### src/sv/bze_pkg.sv
// Shared constants and types for the cubic Bezier evaluator.
// No dependencies; every other file imports it.
package bze_pkg;

    localparam int COORD_BITS_DEF = 16;
    localparam int PROG_FRAC_DEF  = 16;
    localparam int DIR_W          = 16;
    localparam int DIR_ONE        = 16384;
    localparam int NORM_W         = 30;            // normalized magnitude bits
    localparam int SQ_W           = 2 * NORM_W + 1; // sum of squares
    localparam int ROOT_W         = 31;            // floor sqrt of SQ_W bits
    localparam int RW             = 62;            // sqrt working width
    localparam int QUO_W          = 16;
    localparam int REM_W          = NORM_W + 18;   // divider remainder
    localparam int CFG_IDX_W      = 4;

    typedef enum logic [CFG_IDX_W-1:0] {
        REG_START_X,
        REG_START_Y,
        REG_END_X,
        REG_END_Y,
        REG_H1_X,
        REG_H1_Y,
        REG_H2_X,
        REG_H2_Y
    } cfg_idx_t;

    typedef struct packed {
        logic oor;
        logic zero;
        logic neg_x;
        logic neg_y;
    } flags_t;

endpackage

### src/sv/bze_norm.sv
// Tangent normalization front end: magnitudes, power-of-two scaling, sum of squares.
// Depends on bze_pkg.
module bze_norm #(
    parameter int COORD_BITS = bze_pkg::COORD_BITS_DEF
) (
    input  logic                          clk,
    input  logic                          rst_n,
    input  logic                          en,
    input  logic                          in_vld,
    input  logic                          oor,
    input  logic [1:0][COORD_BITS-1:0]    pos,
    input  logic [1:0][COORD_BITS:0]      d,
    output logic                          out_vld,
    output bze_pkg::flags_t               flags,
    output logic [1:0][COORD_BITS-1:0]    pos_out,
    output logic [bze_pkg::NORM_W-1:0]    mag_x,
    output logic [bze_pkg::NORM_W-1:0]    mag_y,
    output logic [bze_pkg::SQ_W-1:0]      sum
);
    import bze_pkg::*;

    localparam int A  = COORD_BITS + 1;
    localparam int MW = $clog2(A + 1);
    localparam int EW = A + NORM_W;

    logic [3:0]                vld_reg;
    flags_t                    fl_reg [4];
    logic [1:0][COORD_BITS-1:0] pos_reg [4];
    logic [1:0][A-1:0]         abs_reg;
    logic [1:0][A-1:0]         abs_next;
    logic [NORM_W-1:0]         nx_reg [3], ny_reg [3];
    logic [2*NORM_W-1:0]       sqx_reg, sqy_reg;
    logic [SQ_W-1:0]           sum_reg;
    logic [A-1:0]              ored;
    logic [MW-1:0]             msb;
    logic [MW-1:0]             shamt;
    logic [EW-1:0]             ext_x, ext_y;
    flags_t                    fl_next;

    always_comb
    begin
        for (int k = 0; k < 2; k++)
            abs_next[k] = d[k][A-1] ? A'(-$signed(d[k])) : d[k];
        fl_next.oor   = oor;
        fl_next.zero  = ~|(abs_next[0] | abs_next[1]);
        fl_next.neg_x = d[0][A-1];
        fl_next.neg_y = d[1][A-1];
    end

    // leading one of the larger magnitude, then scale into [2^29, 2^30)
    always_comb
    begin
        ored = abs_reg[0] | abs_reg[1];
        msb  = '0;
        for (int i = 0; i < A; i++)
            if (ored[i])
                msb = MW'(i);
        shamt = msb + MW'(1);
        ext_x = {abs_reg[0], {NORM_W{1'b0}}} >> shamt;
        ext_y = {abs_reg[1], {NORM_W{1'b0}}} >> shamt;
    end

    always_ff @(posedge clk or negedge rst_n)
    begin
        if (!rst_n)
            vld_reg <= '0;
        else if (en)
            vld_reg <= {vld_reg[2:0], in_vld};
    end

    always_ff @(posedge clk)
    begin
        if (en)
        begin
            abs_reg    <= abs_next;
            fl_reg[0]  <= fl_next;
            pos_reg[0] <= pos;
            for (int s = 1; s < 4; s++)
            begin
                fl_reg[s]  <= fl_reg[s-1];
                pos_reg[s] <= pos_reg[s-1];
            end
            nx_reg[0] <= ext_x[NORM_W-1:0];
            ny_reg[0] <= ext_y[NORM_W-1:0];
            for (int s = 1; s < 3; s++)
            begin
                nx_reg[s] <= nx_reg[s-1];
                ny_reg[s] <= ny_reg[s-1];
            end
            sqx_reg <= nx_reg[0] * nx_reg[0];
            sqy_reg <= ny_reg[0] * ny_reg[0];
            sum_reg <= SQ_W'(sqx_reg) + SQ_W'(sqy_reg);
        end
    end

    assign out_vld = vld_reg[3];
    assign flags   = fl_reg[3];
    assign pos_out = pos_reg[3];
    assign mag_x   = nx_reg[2];
    assign mag_y   = ny_reg[2];
    assign sum     = sum_reg;

endmodule

### config.mk
export PLATFORM = sky130hd
export DESIGN_NAME = bze_norm
export DESIGN_NICKNAME = d
export VERILOG_FILES = /design/src/sv/bze_pkg.sv /design/src/sv/bze_norm.sv
export SDC_FILE = /design/constraint.sdc
export NUM_CORES = 2
export LEC_CHECK = 0
export BUFFER_PORTS_ARGS = -buffer_cell sky130_fd_sc_hd__buf_2
export CAP_MARGIN = 15
export CORE_MARGIN = 2
export CORE_UTILIZATION = 30
export DETAILED_ROUTE_END_ITERATION = 16
export GPL_ROUTABILITY_DRIVEN = 1
export GPL_TIMING_DRIVEN = 0
export HOLD_SLACK_MARGIN = 0.02
export SYNTH_ARGS = -nofsm -noshare
export SYNTH_HDL_FRONTEND = slang
export SYNTH_SLANG_ARGS = --single-unit
### constraint.sdc
create_clock -name clk -period 16.8 [get_ports clk]
set_clock_uncertainty 0.05 [all_clocks]
set_input_delay 0.84 -clock clk [delete_from_list [all_inputs] [get_ports clk]]
set_output_delay 0.84 -clock clk [all_outputs]
set_load 0.01 [all_outputs]
==> impl_results.md <==
* Fin nets at 9435
* Most frequent cells in the layout: inv_1, fa_1, nand2_1
* Most common cell after layout, fill and taps aside: inv_1
* Multi-input gate area at 49500 sq um
* Gate Count Post-Synth at 7083
* Setup Fix Bufs, Post-CTS at 0
* CTS tree: done
* Worst-path fanout max at 10
* Post-synthesis cell area at 73900 sq um
* Starting density of the core at 0.301
* Worst-Margin Slew at 1.27 ns
* FFs w/ async S/R, synth at 0.00742
* Detailed Routing Iterations Pass 1 at 6
* Number of global-route vias before repair at 54500
* MaxCap Viol Count at 0
* Leading area contributor after synthesis: fa_1
* Startpoint types: flip-flop
* Via count at 51100
* Vias per cell at 4.78
* RSZ-0062 raised after global routing: no
* Die area at 250000 sq um
* Share of cells above drive strength 1 at 0.0622
* Antenna-violating nets left at 0
* Avg Cell Area, Syn at 10.4 sq um
* First-pass GRT wire length at 350000 um
* Sequential Area at 16200 sq um
* Fmax at 0.0893 GHz
* Area Overhead vs Synth at 10.1%
* Synth cell types at 88
* CP required at 17.20 ns
* Site Rows at 182
* Synth Register Bits at 539
* Final hold vios at 0
* Resized Gates After CTS at 0
* Minimum clock period at 11.19 ns
* Synth top area share at 0.377
* Die span in y at 500 um
* Total GRT Usage at 0.189
* Final setup viols at 0
* Layout Cells excl Fill at 10700
* DRC Markers at 0
* Final Util at 0.332
* Root Buffer: clkbuf_16
* Die X at 500 um
* CP Class: flip-flop to flip-flop
* Synth top area cells: fa_1, edfxtp_1, ha_1
* Cell count of the worst reg-to-reg path at 27
* Most used DFF post-synth: edfxtp_1
* Cts hold-fix bufs at 1
* Gr ovfl total at 0
* Initial DRC count at 4276
* Hold crit path type: input pin to flip-flop
* Slew margin rel. at 0.155
* Sequential fraction of the synthesis area at 0.219
* Max Transition Viols Final at 0
* Critical path endpoint category: flip-flop
* Ports at 229
* Max FFs per register at 128
* Initial antenna violation count at 17
* EDFF count, synth at 535
* Fin crit share at 0.666
* Worst Path Arrival at 11.60 ns
* HPWL after DPL at 191000 um
* CTS max path bufs at 3
* Placed cells at 10500
* Wire length per cell at 22.0 um
* Warnings from Yosys at 0
* Number of buffers added on ports at 228
* GP Congestion at 0.976
* Clk sinks at 539
* Largest net degree at the start of global routing at 137
* Setup TNS at 0 ns
* Hold path cells at 1
* # fillers at 25000
* Core area at 245000 sq um
* Total routed wirelength at 235000 um
* Reg clk slew, reported paths at 0.07 ns
* Worst hold slack at 0.264 ns
* Status: finished, final reports clean
* Latest clock arrival within the worst-skew pair at 0.70 ns
* H-Tree Depth at 3
* Num CTS Buffers at 68
==> cell usage after synthesis (10+ instances only) <==
library cell and n:
o21bai_1 30, inv_1 1839, nand4_1 36, mux4_2 14, and3_1 40, and2_1 389
o22ai_1 19, nor2b_1 27, a31oi_1 25, fa_1 1391, o211ai_1 16, clkbuf_1 229
or3_1 12, nor2_1 200, xnor2_1 151, nor3_1 30, mux2i_1 52, mux2_2 12
o31ai_1 15, o21ai_0 114, buf_4 62, xor2_1 79, o21a_1 22, nand2_1 614
ha_1 581, nor4_1 16, a31o_2 11, a21oi_1 197, a211oi_1 16, edfxtp_1 535
nand2b_1 21, buf_2 10, nand3_1 50, a21o_1 82
==> path summary, 6_finish.rpt <==
kind,slack (ns),end,start
max in group asynchronous,16.15,vld_reg[1],rst_n
min in group asynchronous,0.44,vld_reg[3],rst_n
worst max register to register,5.61,sqx_reg[59],nx_reg[0][11]
worst max-delay path,5.61,sqx_reg[59],nx_reg[0][11]
worst min-delay path,0.26,pos_reg[0][27],pos[27]
worst min register to register,0.33,nx_reg[0][62],nx_reg[0][32]
==> cell families after synthesis <==
family,Yosys count,share of synthesized area
buffers and inverters,2146,0.112
adders and majority gates,1972,0.475
and+or+nand+nor,1464,0.0956
AOI/OAI and AO/OA,653,0.0581
DFF,539,0.219
xor gates and xnor gates,230,0.0272
muxes,78,0.0131
other,1,0.0000507
==> per-layer routing <==
metal  global-route usage  wire (um)  part of all wire
met5                    0         24           0.00010
met4               0.0930      13600             0.058
met3               0.0373      18800             0.080
met2                0.292     104000              0.44
met1                0.253      98200              0.42
==> critical path: stages (launching register included) <==
cell       delay (ns)
edfxtp_1         1.06
clkbuf_1         0.78
clkbuf_1         0.71
nand2_1          0.18
fa_1             0.59
inv_1            0.10
fa_1             0.49
inv_1            0.06
fa_1             0.50
fa_1             0.52
inv_1            0.05
fa_1             0.56
fa_1             0.43
fa_1             0.54
inv_1            0.06
fa_1             0.57
inv_1            0.07
ha_1             0.36
nand2_1          0.15
nor2_1           0.19
nand3_1          0.14
a211oi_1         0.89
o2111ai_1        0.46
a211oi_1         0.71
o31ai_2          0.23
o21ai_0          0.22
a21oi_1          0.11
xnor2_1          0.14
==> layout make-up <==
class	instances	area share
clock inverter	41	0.00467
antenna	7	0.000215
timing repair buffer	234	0.0157
inverter	1842	0.0849
sequential	539	0.199
clock buffer	83	0.0218
buffer	304	0.0170
multi-input combinational	4403	0.608
tap	3220	0.0495
==> through the flow <==
stage / setup slack, ns / cell area [sq um]
finish: 5.61 / 81400
global route: 5.56 / 81400
CTS: 5.93 / 81400
detailed placement: 5.96 / 79200
global placement: 5.74 / 79100
floorplan: 8.98 / 74000
Power is left out: the tool's default activity adds up to more than one toggle a clock period on the data nets, which glitch-free logic cannot reach.
