==> config.mk <==
export PLATFORM = sky130hd
export DESIGN_NAME = bze_div
export DESIGN_NICKNAME = d
export VERILOG_FILES = /design/src/sv/bze_pkg.sv /design/src/sv/bze_div.sv
export SDC_FILE = /design/constraint.sdc
export NUM_CORES = 2
export LEC_CHECK = 0
export BUFFER_PORTS_ARGS = -buffer_cell sky130_fd_sc_hd__clkbuf_2
export CORE_ASPECT_RATIO = 1.75
export CORE_MARGIN = 1
export CORE_UTILIZATION = 37
export DETAILED_ROUTE_END_ITERATION = 8
export SLEW_MARGIN = 20
export SYNTH_ARGS = -nofsm -noshare
export SYNTH_HDL_FRONTEND = slang
export SYNTH_SLANG_ARGS = --single-unit
==> constraint.sdc <==
create_clock -name clk -period 8 [get_ports clk]
set_clock_uncertainty 0.05 [all_clocks]
set_input_delay 0 -clock clk [delete_from_list [all_inputs] [get_ports clk]]
set_output_delay 0 -clock clk [all_outputs]
set_load 0.02 [all_outputs]
==> src/sv/bze_pkg.sv <==
// Shared constants and types for the cubic Bezier evaluator.
// No dependencies; every other file imports it.
package bze_pkg;

    localparam int COORD_BITS_DEF = 16;
    localparam int PROG_FRAC_DEF  = 16;
    localparam int DIR_W          = 16;
    localparam int DIR_ONE        = 16384;
    localparam int NORM_W         = 30;            // normalized magnitude bits
    localparam int SQ_W           = 2 * NORM_W + 1; // sum of squares
    localparam int ROOT_W         = 31;            // floor sqrt of SQ_W bits
    localparam int RW             = 62;            // sqrt working width
    localparam int QUO_W          = 16;
    localparam int REM_W          = NORM_W + 18;   // divider remainder
    localparam int CFG_IDX_W      = 4;

    typedef enum logic [CFG_IDX_W-1:0] {
        REG_START_X,
        REG_START_Y,
        REG_END_X,
        REG_END_Y,
        REG_H1_X,
        REG_H1_Y,
        REG_H2_X,
        REG_H2_Y
    } cfg_idx_t;

    typedef struct packed {
        logic oor;
        logic zero;
        logic neg_x;
        logic neg_y;
    } flags_t;

endpackage

==> src/sv/bze_div.sv <==
// Pipelined restoring divider for both tangent components: round(mag * 16384 / root).
// Depends on bze_pkg.
module bze_div #(
    parameter int SIDE_W = 8
) (
    input  logic                          clk,
    input  logic                          rst_n,
    input  logic                          en,
    input  logic                          in_vld,
    input  logic [bze_pkg::NORM_W-1:0]    mag_x,
    input  logic [bze_pkg::NORM_W-1:0]    mag_y,
    input  logic [bze_pkg::ROOT_W-1:0]    root,
    input  logic [SIDE_W-1:0]             side,
    output logic                          out_vld,
    output logic [bze_pkg::QUO_W-1:0]     quo_x,
    output logic [bze_pkg::QUO_W-1:0]     quo_y,
    output logic [SIDE_W-1:0]             side_out
);
    import bze_pkg::*;

    localparam int DV_W = ROOT_W + 1;
    localparam int ONE_SH = $clog2(DIR_ONE) + 1;   // mag * 2 * DIR_ONE

    logic [1:0][REM_W-1:0] rem_reg  [QUO_W];
    logic [1:0][QUO_W-1:0] q_reg    [QUO_W];
    logic [DV_W-1:0]       dv_reg   [QUO_W];
    logic [SIDE_W-1:0]     side_reg [QUO_W];
    logic                  vld_reg  [QUO_W];

    for (genvar i = 0; i < QUO_W; i++)
    begin : g_step
        localparam int B = QUO_W - 1 - i;
        logic [1:0][REM_W-1:0] rem_i, rem_next;
        logic [1:0][QUO_W-1:0] q_i, q_next;
        logic [DV_W-1:0]       dv_i;
        logic [REM_W-1:0]      dsh;
        logic [SIDE_W-1:0]     side_i;
        logic                  vld_i;

        if (i == 0)
        begin : g_first
            assign rem_i[0] = (REM_W'(mag_x) << ONE_SH) + REM_W'(root);
            assign rem_i[1] = (REM_W'(mag_y) << ONE_SH) + REM_W'(root);
            assign q_i      = '0;
            assign dv_i     = {root, 1'b0};
            assign side_i   = side;
            assign vld_i    = in_vld;
        end
        else
        begin : g_rest
            assign rem_i  = rem_reg[i-1];
            assign q_i    = q_reg[i-1];
            assign dv_i   = dv_reg[i-1];
            assign side_i = side_reg[i-1];
            assign vld_i  = vld_reg[i-1];
        end

        always_comb
        begin
            dsh = REM_W'(dv_i) << B;
            for (int k = 0; k < 2; k++)
            begin
                q_next[k] = q_i[k];
                if (rem_i[k] >= dsh)
                begin
                    rem_next[k]  = rem_i[k] - dsh;
                    q_next[k][B] = 1'b1;
                end
                else
                    rem_next[k] = rem_i[k];
            end
        end

        always_ff @(posedge clk or negedge rst_n)
        begin
            if (!rst_n)
                vld_reg[i] <= 1'b0;
            else if (en)
                vld_reg[i] <= vld_i;
        end

        always_ff @(posedge clk)
        begin
            if (en)
            begin
                rem_reg[i]  <= rem_next;
                q_reg[i]    <= q_next;
                dv_reg[i]   <= dv_i;
                side_reg[i] <= side_i;
            end
        end
    end

    assign out_vld  = vld_reg[QUO_W-1];
    assign quo_x    = q_reg[QUO_W-1][0];
    assign quo_y    = q_reg[QUO_W-1][1];
    assign side_out = side_reg[QUO_W-1];

endmodule

==> results_dict.tcl <==
set metrics [dict create \
    finalWorstPathRequiredPeriod_ps 7298 \
    crit_path_start_kind "input port" \
    grt_overflow_total 0 \
    final-instance-count-excl-fill 17480 \
    groute.usage.overall_pct 21.53 \
    post_synth_arst_share_pct 0.7793 \
    cellLeakagePower_uw 0.05604 \
    grt_met2_usage_pct 46.08 \
    dr_total_vias 94463 \
    drt-vias-per-instance 5.404 \
    ioPinCount 144 \
    power.density_cell_area_nw_per_um2 372.6 \
    hold-path-cell-count 2 \
    critical_path.reg2reg.startpoint "rem_reg[0][728]" \
    synth_commonest_cells "sky130_fd_sc_hd__edfxtp_1 (2037), sky130_fd_sc_hd__a21oi_1 (1198), sky130_fd_sc_hd__nand2_1 (1025)" \
    rows 285 \
    first_pass_grt_wire_length_um 570800 \
    final-max-slew-violation-count 0 \
    run_status "finished clean" \
    synth_unique_cells 91 \
    port_buffers 143 \
    path_class "input port to register" \
    post_cts_resized 0 \
    grt_use_met3_pct 1.914 \
    layout-drive-gt1-share_pct 6.733 \
    final_core_util_pct 41.75 \
    nets_in_the_synthesized_netlist 13510 \
    maxCapViolCount 0 \
    worstHoldPathType "input port to register" \
    ys.warnings.count 0 \
    worstMarginPinSlew_ps 1286 \
    netlist_instances 12368 \
    worstHoldStart "root[30]" \
    die_area_um2 349500 \
    synth-main-ff-cell "sky130_fd_sc_hd__edfxtp_1" \
    timing.hold.ws_ps 65.07 \
    synth_area_per_cell_um2 10.38 \
    synth_area_um2 128400 \
    synth_edf_count 2037 \
    post_cts_hold_buffer_count 187 \
    clock_tree.root_cell "sky130_fd_sc_hd__clkbuf_16" \
    drt_first_iter_violations 4048 \
    grt_most_used_layer "met2" \
    area_used_by_multi_input_combinational_logic_um2 63060 \
    post-layout-total-power_uw 53640 \
    fill_cells 33350 \
    number_of_antenna_violations_at_the_first_check_in_global_routing 6 \
    layout_worst_path_cycle_share_pct 91.23 \
    grt_pass1_vias 100645 \
    cts_post_setup_buffers_inserted 0 \
    numClockSinks 2053 \
    clock_path_buffers 4 \
    crit_path_max_fanout 11 \
    chipHeight_um 781.3 \
    place.gp.congestion 0.9748 \
    synthToLayoutAreaGrowth_pct 12.13 \
    dp_hpwl_um 312800 \
    timing.final.hold_violations 0 \
    yosys.cell_count.top_type "sky130_fd_sc_hd__edfxtp_1" \
    routed_wire_length_per_instance_um 22.07 \
    seq_area_frac_synth_pct 47.95 \
    worst_skew_pair.late_latency_ps 920 \
    ys_seq_elements 2053 \
    ys_top_cells_by_area "sky130_fd_sc_hd__edfxtp_1 (48%), sky130_fd_sc_hd__ha_1 (9.8%), sky130_fd_sc_hd__a21oi_1 (4.7%)" \
    worstSetupEndpointType "register" \
    peakVddDrop_mv 0.2153 \
    cp_data_required_time_ps 8570 \
    ff2ff_path_depth 17 \
    grt_start_max_net_pins 186 \
    detail_route.drc_violations 0 \
    coreArea_um2 344800 \
    die_width_um 447.3 \
    arrival_ps 7870 \
    initial_core_util_pct 37.24 \
    nets 13851 \
    cts_tree "built" \
    placed_cells_incl_taps 16899 \
    m1_gr_usage_pct 15.12 \
    setup_violations 0 \
    postRouteAntennaNets 0 \
    tritoncts.num_buffers 213 \
    dr.pass1.iters 5 \
    regArea_um2 61570 \
    cp-startpoint "mag_y[0]" \
    clkTransAtPathRegs_ps 60 \
    largest_reg_flops 1306 \
    h-tree-depth 4 \
    fin_tns_setup_ps 0 \
    synth_top_area_share_pct 47.64 \
    fmax_ghz 0.1370 \
    setup_repair_after_global_routing_missed_its_margin "no" \
    max-slew-margin-rel_pct 13.15 \
    synth_top_cell_by_area "sky130_fd_sc_hd__edfxtp_1" \
    routed_wirelength_um 385800 \
]
==> path summary, 6_finish.rpt <==
| path | slack [ps] | endpoint |
|---|---|---|
| worst max register to register | 2170 | rem_reg[1][91] |
| min in group asynchronous | 180 | g_step[14].vld_i |
| worst max-delay path | 700 | rem_reg[0][91] |
| worst min register to register | 310 | side_reg[0][27] |
| worst min-delay path | 70 | dv_reg[0][31] |
| max in group asynchronous | 7260 | g_step[10].vld_i |
==> placed cells by master, fill, tap and decap left out, types with 30 or more instances in the layout <==
master	n
sky130_fd_sc_hd__clkinv_1	32
sky130_fd_sc_hd__buf_4	102
sky130_fd_sc_hd__nand4_1	170
sky130_fd_sc_hd__and3_1	109
sky130_fd_sc_hd__a211oi_1	86
sky130_fd_sc_hd__nand3_1	235
sky130_fd_sc_hd__edfxtp_1	2037
sky130_fd_sc_hd__a211o_1	31
sky130_fd_sc_hd__dlygate4sd3_1	187
sky130_fd_sc_hd__o21a_1	118
sky130_fd_sc_hd__a31oi_1	112
sky130_fd_sc_hd__nor4_1	108
sky130_fd_sc_hd__o31ai_1	67
sky130_fd_sc_hd__o21ai_0	931
sky130_fd_sc_hd__nor2_1	872
sky130_fd_sc_hd__xor2_1	481
sky130_fd_sc_hd__nor2b_1	142
sky130_fd_sc_hd__nor3_1	173
sky130_fd_sc_hd__mux2_2	179
sky130_fd_sc_hd__or3_1	75
sky130_fd_sc_hd__clkbuf_16	216
sky130_fd_sc_hd__o211ai_1	70
sky130_fd_sc_hd__clkbuf_2	142
sky130_fd_sc_hd__o21bai_1	132
sky130_fd_sc_hd__nand2_1	1023
sky130_fd_sc_hd__a21boi_0	44
sky130_fd_sc_hd__xnor2_1	596
sky130_fd_sc_hd__a21o_1	481
sky130_fd_sc_hd__and2_1	59
sky130_fd_sc_hd__ha_1	1007
sky130_fd_sc_hd__bufinv_16	30
sky130_fd_sc_hd__fa_1	32
sky130_fd_sc_hd__a21oi_1	1194
sky130_fd_sc_hd__nor3b_1	31
sky130_fd_sc_hd__nand2b_1	176
sky130_fd_sc_hd__and4_1	31
sky130_fd_sc_hd__or2_2	34
sky130_fd_sc_hd__inv_1	756
==> power breakdown <==
| part | leakage (µW) | switching, µW | internal [µW] | total, µW |
|---|---|---|---|---|
| Clock | 0.00344 | 4430 | 5970 | 10400 |
| Sequential | 0.0198 | 1930 | 16200 | 18100 |
| Combinational | 0.0328 | 15100 | 10000 | 25100 |
==> critical path: stages <==
cell and delay, ps:
sky130_fd_sc_hd__dlygate4sd3_1 520, sky130_fd_sc_hd__clkbuf_2 90, sky130_fd_sc_hd__dlygate4sd3_1 540, sky130_fd_sc_hd__ha_1 180, sky130_fd_sc_hd__fa_1 220, sky130_fd_sc_hd__a21o_1 130, sky130_fd_sc_hd__a21oi_1 90, sky130_fd_sc_hd__nand2b_1 210
sky130_fd_sc_hd__a311oi_1 460, sky130_fd_sc_hd__nor2_1 170, sky130_fd_sc_hd__a2111oi_0 580, sky130_fd_sc_hd__o21ai_0 420, sky130_fd_sc_hd__a21boi_0 300, sky130_fd_sc_hd__buf_4 190, sky130_fd_sc_hd__nand3_1 100, sky130_fd_sc_hd__xnor2_1 130
sky130_fd_sc_hd__dlygate4sd3_1 580, sky130_fd_sc_hd__ha_1 370, sky130_fd_sc_hd__and3_1 250, sky130_fd_sc_hd__nand2_1 80, sky130_fd_sc_hd__or2_2 310, sky130_fd_sc_hd__nor4_1 250, sky130_fd_sc_hd__nand3_1 140, sky130_fd_sc_hd__nand2_1 140
sky130_fd_sc_hd__a21oi_4 70, sky130_fd_sc_hd__inv_1 420, sky130_fd_sc_hd__mux2_2 390, sky130_fd_sc_hd__dlygate4sd3_1 540
==> layout make-up <==
cell class	instances	area share, %
antenna	12	0.02086
clock buffer	249	3.889
clock inverter	133	1.064
inverter	756	1.971
multi-input combinational	9241	43.80
sequential	2053	42.76
tap	4592	3.991
timing repair buffer	444	2.506
==> per-stage QoR <==
stage	instance area (µm²)	worst slack (ps)
final	144000	701.5
after CTS	143900	769.5
after detailed placement	134900	1684
after floorplan	128400	2972
after global routing	144000	241.7
after global placement	134900	1521
==> layer usage <==
layer / vias to the layer above / routed length [µm]
met5: - / 0
met4: 0 / 43520
met3: 1274 / 8103
met2: 1951 / 226100
met1: 44718 / 108200
li1: 46520 / -
==> logic make-up (layout without fill, tap and decap cells) <==
group	after synthesis	after routing	synth area share (%)
buffers and inverters	1074	1582	3.150
and+or+nand+nor	3349	3349	12.48
xor gates and xnor gates	1078	1078	7.359
adders and majority gates	1039	1039	10.31
muxes	192	192	1.671
AOI/OAI and AO/OA	3583	3583	17.08
DFF	2053	2053	47.95
other	0	12	0
Note: power is estimated with default switching activity, not from simulation.
